===== src/hdl/lcs_pkg.sv =====
package lcs_pkg;

   // Table geometry and arithmetic widths.
   localparam int MAX_LIGHTS  = 64;
   localparam int WEIGHT_BITS = 32;
   localparam int SAMPLE_BITS = 16;
   localparam int IDX_BITS    = $clog2(MAX_LIGHTS);
   localparam int CNT_BITS    = IDX_BITS + 1;
   localparam int U_BITS      = SAMPLE_BITS + WEIGHT_BITS;
   localparam int STEP_BITS   = $clog2(SAMPLE_BITS);

   // Stream payload widths, padded to whole bytes.
   localparam int REQ_DATA_BITS = 56;
   localparam int RSP_DATA_BITS = 24;

   // Request queue between the front and the back.
   localparam int QUEUE_DEPTH = 2;
   localparam int QPTR_BITS   = $clog2(QUEUE_DEPTH);
   localparam int QCNT_BITS   = QPTR_BITS + 1;

   // Configuration port.
   localparam int CSR_ADDR_BITS = 3;
   localparam int CSR_DATA_BITS = 32;
   localparam logic CSR_REG_LIGHT_COUNT = 1'b0;

   typedef enum logic [0:0] {
      KIND_WRITE  = 1'b0,
      KIND_SAMPLE = 1'b1
   } item_kind_type;

   // One classified request as it waits in the queue.
   typedef struct packed {
      item_kind_type            kind;
      logic [IDX_BITS-1:0]      entry_index;
      logic [WEIGHT_BITS-1:0]   entry_weight;
      logic [SAMPLE_BITS-1:0]   uniform_sample;
   } queue_item_type;

   // Access to the weight table.
   typedef struct packed {
      logic                     en;
      logic                     we;
      logic [IDX_BITS-1:0]      addr;
      logic [WEIGHT_BITS-1:0]   wdata;
   } ram_req_type;

   typedef enum logic [3:0] {
      BK_IDLE,
      BK_RD_TOTAL,
      BK_MUL,
      BK_SEARCH,
      BK_CMP,
      BK_RD_PREV,
      BK_RD_CUR,
      BK_SETUP,
      BK_DIV_START,
      BK_DIV,
      BK_RESULT
   } back_state_type;

endpackage


===== src/hdl/lcs_ram.sv =====
module lcs_ram #(
   parameter int WIDTH = 32,
   parameter int DEPTH = 64
) (
   input  logic                     clock,
   input  logic                     en,
   input  logic                     we,
   input  logic [$clog2(DEPTH)-1:0] addr,
   input  logic [WIDTH-1:0]         wdata,
   output logic [WIDTH-1:0]         rdata
);

   logic [WIDTH-1:0] mem_ff [DEPTH];
   logic [WIDTH-1:0] rdata_ff;

   // Single port: write or registered read at one address per cycle.
   always_ff @(posedge clock) begin
      if (en) begin
         if (we) begin
            mem_ff[addr] <= wdata;
         end else begin
            rdata_ff <= mem_ff[addr];
         end
      end
   end

   assign rdata = rdata_ff;

endmodule


===== src/hdl/lcs_front.sv =====
module lcs_front (
   input  logic                              clock,
   input  logic                              reset,
   input  logic                              req_tvalid,
   output logic                              req_tready,
   // entry_index [5:0], entry_weight [37:6], uniform_sample [53:38], zero fill
   input  logic [lcs_pkg::REQ_DATA_BITS-1:0] req_tdata,
   // action [0]
   input  logic                              req_tuser,
   output logic                              q_valid,
   output lcs_pkg::queue_item_type           q_item,
   input  logic                              q_pop
);

   lcs_pkg::queue_item_type         slot_ff [lcs_pkg::QUEUE_DEPTH];
   lcs_pkg::queue_item_type         slot_in;
   logic [lcs_pkg::QPTR_BITS-1:0]   wr_ptr_ff, wr_ptr_in;
   logic [lcs_pkg::QPTR_BITS-1:0]   rd_ptr_ff, rd_ptr_in;
   logic [lcs_pkg::QCNT_BITS-1:0]   fill_ff, fill_in;
   logic                            push;

   // Unpack and classify the incoming request.
   always_comb begin
      slot_in.kind           = lcs_pkg::item_kind_type'(req_tuser);
      slot_in.entry_index    = req_tdata[lcs_pkg::IDX_BITS-1:0];
      slot_in.entry_weight   = req_tdata[6 +: lcs_pkg::WEIGHT_BITS];
      slot_in.uniform_sample = req_tdata[38 +: lcs_pkg::SAMPLE_BITS];
   end

   assign req_tready = (fill_ff != lcs_pkg::QCNT_BITS'(lcs_pkg::QUEUE_DEPTH));
   assign push       = req_tvalid && req_tready;
   assign q_valid    = (fill_ff != '0);
   assign q_item     = slot_ff[rd_ptr_ff];

   // Queue pointers and fill level.
   always_comb begin
      wr_ptr_in = push  ? wr_ptr_ff + 1'b1 : wr_ptr_ff;
      rd_ptr_in = q_pop ? rd_ptr_ff + 1'b1 : rd_ptr_ff;
      fill_in   = fill_ff;
      if (push && !q_pop) begin
         fill_in = fill_ff + 1'b1;
      end else if (!push && q_pop) begin
         fill_in = fill_ff - 1'b1;
      end
   end

   always_ff @(posedge clock) begin
      if (reset) begin
         wr_ptr_ff <= '0;
         rd_ptr_ff <= '0;
         fill_ff   <= '0;
      end else begin
         wr_ptr_ff <= wr_ptr_in;
         rd_ptr_ff <= rd_ptr_in;
         fill_ff   <= fill_in;
      end
   end

   // Queue storage holds payload only.
   always_ff @(posedge clock) begin
      if (push) begin
         slot_ff[wr_ptr_ff] <= slot_in;
      end
   end

endmodule


===== src/hdl/lcs_back.sv =====
module lcs_back (
   input  logic                              clock,
   input  logic                              reset,
   input  logic [lcs_pkg::CNT_BITS-1:0]      light_count,
   input  logic                              q_valid,
   input  lcs_pkg::queue_item_type           q_item,
   output logic                              q_pop,
   output lcs_pkg::ram_req_type              ram_req,
   input  logic [lcs_pkg::WEIGHT_BITS-1:0]   ram_rdata,
   output logic                              rsp_tvalid,
   input  logic                              rsp_tready,
   // light_index [5:0], remapped_sample [21:6], zero fill
   output logic [lcs_pkg::RSP_DATA_BITS-1:0] rsp_tdata,
   // found [0]
   output logic                              rsp_tuser
);

   localparam int WB = lcs_pkg::WEIGHT_BITS;
   localparam int SB = lcs_pkg::SAMPLE_BITS;
   localparam int UB = lcs_pkg::U_BITS;

   lcs_pkg::back_state_type          state_ff, state_in;
   logic [lcs_pkg::SAMPLE_BITS-1:0]  sample_ff, sample_in;
   logic [UB-1:0]                    u_ff, u_in;
   logic [lcs_pkg::CNT_BITS-1:0]     lo_ff, lo_in;
   logic [lcs_pkg::CNT_BITS-1:0]     hi_ff, hi_in;
   logic [lcs_pkg::IDX_BITS-1:0]     mid_ff, mid_in;
   logic [lcs_pkg::IDX_BITS-1:0]     n_ff, n_in;
   logic [WB-1:0]                    prev_ff, prev_in;
   logic [WB-1:0]                    den_ff, den_in;
   logic [UB-1:0]                    num_ff, num_in;
   logic                             zero_ff, zero_in;
   logic [WB-1:0]                    rem_ff, rem_in;
   logic [SB-1:0]                    quo_ff, quo_in;
   logic [lcs_pkg::STEP_BITS-1:0]    step_ff, step_in;
   logic                             found_ff, found_in;
   logic                             rsp_valid_ff, rsp_valid_in;
   logic                             rsp_found_ff, rsp_found_in;
   logic [lcs_pkg::IDX_BITS-1:0]     rsp_index_ff, rsp_index_in;
   logic [SB-1:0]                    rsp_remap_ff, rsp_remap_in;

   logic [lcs_pkg::CNT_BITS-1:0]     count;
   logic [lcs_pkg::CNT_BITS:0]       mid_sum;
   logic [UB-1:0]                    prev_scaled;
   logic [WB:0]                      trial;
   logic                             out_free;

   // Effective light count, saturated to the table depth.
   assign count = (light_count > lcs_pkg::CNT_BITS'(lcs_pkg::MAX_LIGHTS))
                ? lcs_pkg::CNT_BITS'(lcs_pkg::MAX_LIGHTS) : light_count;
   assign mid_sum     = {1'b0, lo_ff} + {1'b0, hi_ff};
   assign prev_scaled = {prev_ff, {SB{1'b0}}};
   assign trial       = {rem_ff, quo_ff[SB-1]};
   assign out_free    = !rsp_valid_ff || rsp_tready;

   // Sequencer: table writes, total fetch, binary search, then restoring division.
   always_comb begin
      state_in     = state_ff;
      sample_in    = sample_ff;
      u_in         = u_ff;
      lo_in        = lo_ff;
      hi_in        = hi_ff;
      mid_in       = mid_ff;
      n_in         = n_ff;
      prev_in      = prev_ff;
      den_in       = den_ff;
      num_in       = num_ff;
      zero_in      = zero_ff;
      rem_in       = rem_ff;
      quo_in       = quo_ff;
      step_in      = step_ff;
      found_in     = found_ff;
      rsp_valid_in = rsp_tready ? 1'b0 : rsp_valid_ff;
      rsp_found_in = rsp_found_ff;
      rsp_index_in = rsp_index_ff;
      rsp_remap_in = rsp_remap_ff;
      q_pop        = 1'b0;
      ram_req      = '0;

      unique case (state_ff)
         lcs_pkg::BK_IDLE: begin
            if (q_valid) begin
               q_pop = 1'b1;
               if (q_item.kind == lcs_pkg::KIND_WRITE) begin
                  ram_req.en    = 1'b1;
                  ram_req.we    = 1'b1;
                  ram_req.addr  = q_item.entry_index;
                  ram_req.wdata = q_item.entry_weight;
               end else if (count == '0) begin
                  // No lights: an all-zero result.
                  found_in = 1'b0;
                  n_in     = '0;
                  quo_in   = '0;
                  state_in = lcs_pkg::BK_RESULT;
               end else begin
                  found_in  = 1'b1;
                  sample_in = q_item.uniform_sample;
                  state_in  = lcs_pkg::BK_RD_TOTAL;
               end
            end
         end
         lcs_pkg::BK_RD_TOTAL: begin
            ram_req.en   = 1'b1;
            ram_req.addr = lcs_pkg::IDX_BITS'(count - 1'b1);
            state_in     = lcs_pkg::BK_MUL;
         end
         lcs_pkg::BK_MUL: begin
            u_in     = UB'(sample_ff) * UB'(ram_rdata);
            lo_in    = '0;
            hi_in    = count;
            state_in = lcs_pkg::BK_SEARCH;
         end
         lcs_pkg::BK_SEARCH: begin
            if (lo_ff < hi_ff) begin
               mid_in       = lcs_pkg::IDX_BITS'(mid_sum >> 1);
               ram_req.en   = 1'b1;
               ram_req.addr = lcs_pkg::IDX_BITS'(mid_sum >> 1);
               state_in     = lcs_pkg::BK_CMP;
            end else begin
               // No slot above the scaled sample falls back to the last light.
               n_in     = (lo_ff >= count) ? lcs_pkg::IDX_BITS'(count - 1'b1)
                                           : lcs_pkg::IDX_BITS'(lo_ff);
               state_in = lcs_pkg::BK_RD_PREV;
            end
         end
         lcs_pkg::BK_CMP: begin
            if ({ram_rdata, {SB{1'b0}}} > u_ff) begin
               hi_in = {1'b0, mid_ff};
            end else begin
               lo_in = {1'b0, mid_ff} + 1'b1;
            end
            state_in = lcs_pkg::BK_SEARCH;
         end
         lcs_pkg::BK_RD_PREV: begin
            ram_req.en   = 1'b1;
            ram_req.addr = n_ff - 1'b1;
            state_in     = lcs_pkg::BK_RD_CUR;
         end
         lcs_pkg::BK_RD_CUR: begin
            prev_in      = (n_ff == '0) ? '0 : ram_rdata;
            ram_req.en   = 1'b1;
            ram_req.addr = n_ff;
            state_in     = lcs_pkg::BK_SETUP;
         end
         lcs_pkg::BK_SETUP: begin
            den_in   = ram_rdata - prev_ff;
            num_in   = u_ff - prev_scaled;
            zero_in  = (ram_rdata <= prev_ff) || (u_ff < prev_scaled);
            state_in = lcs_pkg::BK_DIV_START;
         end
         lcs_pkg::BK_DIV_START: begin
            if (zero_ff) begin
               quo_in   = '0;
               state_in = lcs_pkg::BK_RESULT;
            end else if (num_ff[UB-1:SB] >= den_ff) begin
               // Quotient does not fit in 16 bits: saturate.
               quo_in   = '1;
               state_in = lcs_pkg::BK_RESULT;
            end else begin
               rem_in   = num_ff[UB-1:SB];
               quo_in   = num_ff[SB-1:0];
               step_in  = '0;
               state_in = lcs_pkg::BK_DIV;
            end
         end
         lcs_pkg::BK_DIV: begin
            // Dividend bits leave the top of quo_ff as quotient bits enter below.
            if (trial >= {1'b0, den_ff}) begin
               rem_in = WB'(trial - {1'b0, den_ff});
               quo_in = {quo_ff[SB-2:0], 1'b1};
            end else begin
               rem_in = WB'(trial);
               quo_in = {quo_ff[SB-2:0], 1'b0};
            end
            step_in = step_ff + 1'b1;
            if (step_ff == lcs_pkg::STEP_BITS'(SB - 1)) begin
               state_in = lcs_pkg::BK_RESULT;
            end
         end
         lcs_pkg::BK_RESULT: begin
            if (out_free) begin
               rsp_valid_in = 1'b1;
               rsp_found_in = found_ff;
               rsp_index_in = n_ff;
               rsp_remap_in = quo_ff;
               state_in     = lcs_pkg::BK_IDLE;
            end
         end
         default: begin
            state_in = lcs_pkg::BK_IDLE;
         end
      endcase
   end

   always_ff @(posedge clock) begin
      if (reset) begin
         state_ff     <= lcs_pkg::BK_IDLE;
         rsp_valid_ff <= 1'b0;
      end else begin
         state_ff     <= state_in;
         rsp_valid_ff <= rsp_valid_in;
      end
   end

   // Datapath registers carry no reset.
   always_ff @(posedge clock) begin
      sample_ff    <= sample_in;
      u_ff         <= u_in;
      lo_ff        <= lo_in;
      hi_ff        <= hi_in;
      mid_ff       <= mid_in;
      n_ff         <= n_in;
      prev_ff      <= prev_in;
      den_ff       <= den_in;
      num_ff       <= num_in;
      zero_ff      <= zero_in;
      rem_ff       <= rem_in;
      quo_ff       <= quo_in;
      step_ff      <= step_in;
      found_ff     <= found_in;
      rsp_found_ff <= rsp_found_in;
      rsp_index_ff <= rsp_index_in;
      rsp_remap_ff <= rsp_remap_in;
   end

   assign rsp_tvalid = rsp_valid_ff;
   assign rsp_tuser  = rsp_found_ff;
   assign rsp_tdata  = {{(lcs_pkg::RSP_DATA_BITS - SB - lcs_pkg::IDX_BITS){1'b0}},
                        rsp_remap_ff, rsp_index_ff};

endmodule


===== src/hdl/light_cdf_sampler.sv =====
// Light selection by inverse-CDF lookup over a table of cumulative weights.
// Requests arrive on the req_ stream. tuser low writes one table slot from
// entry_index and entry_weight and gives no response. tuser high draws a
// sample: uniform_sample is scaled by the last valid entry, a binary search
// picks the first slot above it, and the position inside that slot's interval
// is returned as a Q0.16 fraction on the rsp_ stream, with tuser as found.
// The light count register sits at byte address 0 of the csr_ port.
// A table write is done in the cycle the back end takes it from the queue.
// A sample with no lights goes straight to the response; else the back end
// reads the total, runs a binary search (up to seven steps over 64 lights) on
// the single-port table memory, reads the two interval bounds, and runs the
// bit-serial divider for sixteen quotient bits when the remapped fraction
// needs it.
// A two-entry request queue lets new requests be accepted while the back end
// works, and the response register lets the back end go on with writes while
// a response waits for rsp_tready. A stalled receiver holds the response and,
// once the queue is full, req_tready drops.
// Reset clears the light count, the queue and the response valid; the table
// contents are undefined until written.
module light_cdf_sampler (
   input  logic                              clock,
   input  logic                              reset,
   input  logic                              req_tvalid,
   output logic                              req_tready,
   // entry_index [5:0], entry_weight [37:6], uniform_sample [53:38], zero fill
   input  logic [lcs_pkg::REQ_DATA_BITS-1:0] req_tdata,
   // action [0]
   input  logic                              req_tuser,
   output logic                              rsp_tvalid,
   input  logic                              rsp_tready,
   // light_index [5:0], remapped_sample [21:6], zero fill
   output logic [lcs_pkg::RSP_DATA_BITS-1:0] rsp_tdata,
   // found [0]
   output logic                              rsp_tuser,
   input  logic                              csr_psel,
   input  logic                              csr_penable,
   input  logic                              csr_pwrite,
   input  logic [lcs_pkg::CSR_ADDR_BITS-1:0] csr_paddr,
   input  logic [lcs_pkg::CSR_DATA_BITS-1:0] csr_pwdata,
   output logic [lcs_pkg::CSR_DATA_BITS-1:0] csr_prdata,
   output logic                              csr_pready
);

   logic [lcs_pkg::CNT_BITS-1:0]    light_count_ff, light_count_in;
   logic                            csr_write;
   logic                            q_valid;
   logic                            q_pop;
   lcs_pkg::queue_item_type         q_item;
   lcs_pkg::ram_req_type            ram_req;
   logic [lcs_pkg::WEIGHT_BITS-1:0] ram_rdata;

   // Configuration register.
   assign csr_pready = 1'b1;
   assign csr_write  = csr_psel && csr_penable && csr_pwrite && csr_pready;

   always_comb begin
      light_count_in = light_count_ff;
      if (csr_write && (csr_paddr[2] == lcs_pkg::CSR_REG_LIGHT_COUNT)) begin
         light_count_in = csr_pwdata[lcs_pkg::CNT_BITS-1:0];
      end
   end

   always_ff @(posedge clock) begin
      if (reset) begin
         light_count_ff <= '0;
      end else begin
         light_count_ff <= light_count_in;
      end
   end

   assign csr_prdata = (csr_paddr[2] == lcs_pkg::CSR_REG_LIGHT_COUNT)
                     ? lcs_pkg::CSR_DATA_BITS'(light_count_ff) : '0;

   // Front end: accept and classify requests into the queue.
   lcs_front u_front (
      .clock      (clock),
      .reset      (reset),
      .req_tvalid (req_tvalid),
      .req_tready (req_tready),
      .req_tdata  (req_tdata),
      .req_tuser  (req_tuser),
      .q_valid    (q_valid),
      .q_item     (q_item),
      .q_pop      (q_pop)
   );

   // Back end: table access, search and division.
   lcs_back u_back (
      .clock       (clock),
      .reset       (reset),
      .light_count (light_count_ff),
      .q_valid     (q_valid),
      .q_item      (q_item),
      .q_pop       (q_pop),
      .ram_req     (ram_req),
      .ram_rdata   (ram_rdata),
      .rsp_tvalid  (rsp_tvalid),
      .rsp_tready  (rsp_tready),
      .rsp_tdata   (rsp_tdata),
      .rsp_tuser   (rsp_tuser)
   );

   // Cumulative weight table.
   lcs_ram #(
      .WIDTH (lcs_pkg::WEIGHT_BITS),
      .DEPTH (lcs_pkg::MAX_LIGHTS)
   ) u_table (
      .clock (clock),
      .en    (ram_req.en),
      .we    (ram_req.we),
      .addr  (ram_req.addr),
      .wdata (ram_req.wdata),
      .rdata (ram_rdata)
   );

`ifndef SYNTHESIS
   // The back end only takes a request that the queue holds.
   assert property (@(posedge clock) disable iff (reset) q_pop |-> q_valid)
      else $error("queue popped while empty");

   // The table is written only when a write request leaves the queue.
   assert property (@(posedge clock) disable iff (reset) ram_req.we |-> (q_pop && ram_req.en))
      else $error("table written outside a write request");

   // A response without a light carries all-zero data.
   assert property (@(posedge clock) disable iff (reset)
      (rsp_tvalid && !rsp_tuser) |-> (rsp_tdata == '0))
      else $error("empty response with nonzero data");

   // No response is offered right after reset.
   assert property (@(posedge clock) reset |=> !rsp_tvalid)
      else $error("response valid after reset");
`endif

endmodule


===== config.mk =====
export PLATFORM = sky130hd
export DESIGN_NAME = light_cdf_sampler
export DESIGN_NICKNAME = d
export VERILOG_FILES = /design/src/hdl/lcs_pkg.sv /design/src/hdl/lcs_ram.sv /design/src/hdl/lcs_front.sv /design/src/hdl/lcs_back.sv /design/src/hdl/light_cdf_sampler.sv
export SDC_FILE = /design/constraint.sdc
export NUM_CORES = 2
export LEC_CHECK = 0
export BUFFER_PORTS_ARGS = -buffer_cell sky130_fd_sc_hd__buf_4
export CELL_PAD_IN_SITES_DETAIL_PLACEMENT = 1
export CELL_PAD_IN_SITES_GLOBAL_PLACEMENT = 1
export CORE_UTILIZATION = 30
export DETAILED_ROUTE_END_ITERATION = 12
export HOLD_SLACK_MARGIN = 0.06
export PLACE_DENSITY_LB_ADDON = 0.12
export SYNTH_ARGS = -nofsm -noshare
export SYNTH_HDL_FRONTEND = slang
export SYNTH_SLANG_ARGS = --single-unit

===== constraint.sdc =====
create_clock -name clock -period 12.5 [get_ports clock]
set_input_delay 1.875 -clock clock [delete_from_list [all_inputs] [get_ports clock]]
set_output_delay 1.875 -clock clock [all_outputs]
set_load 0.05 [all_outputs]

==> results.md <==
* Status: complete, no violations
* Layout cells sized above 1 at 0.0913
* Detailed-route DRC error count at 0
* Multiplexer share of the synthesized area at 0.0159
* M1 GR Usage at 0.261
* Row Count at 230
* Post-synthesis adder-cell area fraction at 0.103
* CP endpoint: u_back.u_ff[46]
* Synth area leaders: edfxtp_1 (63%), nand2_1 (7.3%), fa_1 (7.1%)
* CP startpoint kind: register
* Ys flop type: edfxtp_1
* GR Util met3 at 0.0183
* IO Pins at between 150 and 200
* CTS sink cnt at ~2500
* H-Tree Depth at 5
* Layer carrying the most global-route usage: met2
* Hold Startpoint: u_back.found_ff
* Multi-input gate area at 40300 um2
* Synth Area in XOR/XNOR at 0.0101
* IO Port Bufs at 101
* Vias/cell at ~5
* Post-synthesis sequential area ratio at 0.629
* Worst setup EP type: register
* CTS Hold Buffers Added at 0
* Wire per inst at roughly 27 um
* Synth top cells by count: edfxtp_1 (2469), nand2_1 (2299), a21oi_1 (1055), inv_1 (593), fa_1 (422)
* Reg2reg path depth at 19
* Final Slew Violations at 0
* TNS Setup at 0 ns
* Final min period at approximately 7.8 ns
* DR pass1 iterations at 7
* Routability cong. at 0.788
* Fill cell count at roughly 42000
* Simple logic cell fraction of the synthesized area at 0.121
* Syn Std Cell Area at between 100000 and 150000 um2
* Max FO, Critical Path at 19
* Setup bufs post-CTS at 0
* Req. time, crit path at ~13 ns
* Chip Width at roughly 630 um
* Total number of yosys warnings at 0
* Vias in the first global route at slightly above 80000
* Post-synth ARST share at 0
* FF-to-FF Start: u_table.rdata[11]
* Grt ovf at 0
* Area growth from synthesis to layout at 14.4%
* CTS Buf Count at slightly below 300
* Layout Cells excl Fill at roughly 15000
* Synth cell types at 85
* CTS tree: built
* DP HPWL at around 240000 um
* CP arrival at roughly 8.5 ns
* Die area at between 300000 and 400000 um2
* Number of flops mapped to enable cells by yosys at roughly 2500
* Routed wire length at roughly 410000 um
* MaxCap Viol Count at 0
* Cells after synthesis at 9641
* Synthesized area per cell at about 12 um2
* Hold crit path type: register to register
* Relative slew slack at 0.0913
* Global-route wire length before repair at between 500000 and 600000 um
* Cell taking the most area after synthesis: edfxtp_1
* Setup crit start: u_table.rdata[11]
* Combinational family with the most area after synthesis: simple AND/OR/NAND/NOR gates
* Setup-failing EPs final at 0
* Met2 Use GR at 0.354
* Die Ht at 630 um
* Sequential cell area at between 70000 and 80000 um2
* Reg-to-Reg End: u_back.u_ff[46]
* Slew at the pin closest to its max-slew limit at 1.33 ns
* Final Hold Fails at 0
* Crit path kind: register to register
* Max Freq at approximately 0.13 GHz
* Initial antenna violation count at 52
* Clock Latency Late Sink at between 0.9 and 1 ns
* Total track usage at 0.201
* Placed insts at approximately 15000
* Largest net degree at the start of global routing at approximately 150
* Number of synthesized register bits at about 2500
* Initial Util at 0.302
* Nets at between 10000 and 15000
* CTS resizes at 0
* Iter 0 DRT Violations at roughly 5200
* Tcrit/Tclk final at 0.625
* CTS Buffer Depth at 4
* Core Box Area at about 390000 um2
* Post-DRT Antenna Nets at 0
* Reg clk slew, reported paths at around 0.060 ns
* Root buf cell: clkbuf_16
* Compound-Gate Fraction of Synth Area at 0.0813
* Area share of the largest cell type after synthesis at 0.626
* Flop2flop setup slack at between 4 and 5 ns
* Via count at 76300
* RSZ-0062 raised after global routing: false
* Most common cell in the netlist: edfxtp_1
* Clock Skews at approximately 0.069 ns
## state kept, by name (all words and copies together) (netlist names), 32 cells and up, named ones only
register	cells
u_back.den_ff	32
u_back.num_ff	48
u_back.prev_ff	32
u_back.rem_ff	32
u_back.u_ff	48
u_front.slot_ff	110
u_table.mem_ff	2048
u_table.rdata	32
## per-layer routing
layer	routed length, um	vias up	share of wire
met5	41	-	0.00010
met4	10500	6	0.026
met3	13600	475	0.034
met2	204000	1351	0.50
met1	179000	40100	0.44
li1	-	34400	-
## worst max-delay path, stage by stage, from the launching register on
cell and delay [ns]:
edfxtp_1 1.07, nand2_1 0.21, fa_1 0.55, fa_1 0.51, fa_1 0.52, inv_1 0.06
fa_1 0.57, fa_1 0.44, fa_1 0.45, ha_1 0.35, a21o_1 0.18, a21oi_1 0.26
o311a_1 0.35, a221oi_1 0.21, nor4_1 0.21, nor2_1 0.19, a221oi_1 0.72, o21ai_0 0.23
a211o_1 0.32, xor2_1 0.15
## final cells by class
cell class,instances,share of cell area
clock inverter,159,0.00854
antenna,37,0.000684
sequential,2486,0.550
tap,5220,0.0482
timing repair buffer,363,0.0217
inverter,596,0.0165
multi-input combinational,6068,0.298
clock buffer,367,0.0567
## kinds of logic after synthesis
kind of cell	after synthesis
adders and majority gates	725
AOI/OAI and AO/OA	1686
DFF	2486
buffers and inverters	1113
xor gates and xnor gates	136
and+or+nand+nor	3307
muxes	186
other	2
## through the flow
step / setup WS, ns / cell area, um2 / utilization / hold slack, ns
5_1_grt: 4.25 / 135000 / 0.345 / 0.458
6_report: 4.69 / 135000 / 0.345 / 0.428
3_5_place_dp: 4.49 / 126000 / 0.322 / 0.420
2_1_floorplan: 6.10 / 119000 / - / 0.400
3_3_place_gp: 4.49 / 126000 / 0.322 / 0.425
4_1_cts: 4.49 / 135000 / 0.345 / 0.435
## how the worst min path moves through the flow
| stage | endpoint | slack [ns] | depth (start not counted) |
|---|---|---|---|
| after floorplan | u_back.rsp_tuser | 0.40 | 0 |
| after global placement | u_back.rsp_tuser | 0.42 | 0 |
| after detailed placement | u_back.rsp_tuser | 0.42 | 0 |
| after CTS | u_back.rsp_tuser | 0.43 | 0 |
| after global routing | u_back.rsp_remap_ff[13] | 0.46 | 0 |
| final | u_back.rsp_tuser | 0.43 | 0 |
## placed cells by master (no fill, tap or decap), types with 14 or more instances in the layout
cell type  instances
clkbuf_1          71
nand2b_1          29
diode_2           37
xor2_1            39
conb_1            28
a21o_1           105
clkbuf_16        296
nand3_1           38
fa_1             422
buf_4            346
and3_1            17
nor3_1            28
buf_12            17
inv_1            592
xnor2_1           97
edfxtp_1        2469
nand2_1         2293
a211oi_1          21
nor4_1           221
clkinv_1          77
mux2i_1          169
o311a_1           14
nand4_1           23
nor2_4            99
mux2_2            17
or4_1             45
o22ai_1          165
clkinv_2          46
ha_1             303
nor2b_1           62
a31oi_1           32
nor2_1           152
o21ai_0          127
o21bai_1          19
a21oi_1         1055
dfxtp_1           16
and2_1           223
o21a_1            34
Power is left out: the tool's default activity adds up to more than one toggle a clock period on the data nets, which glitch-free logic cannot reach.
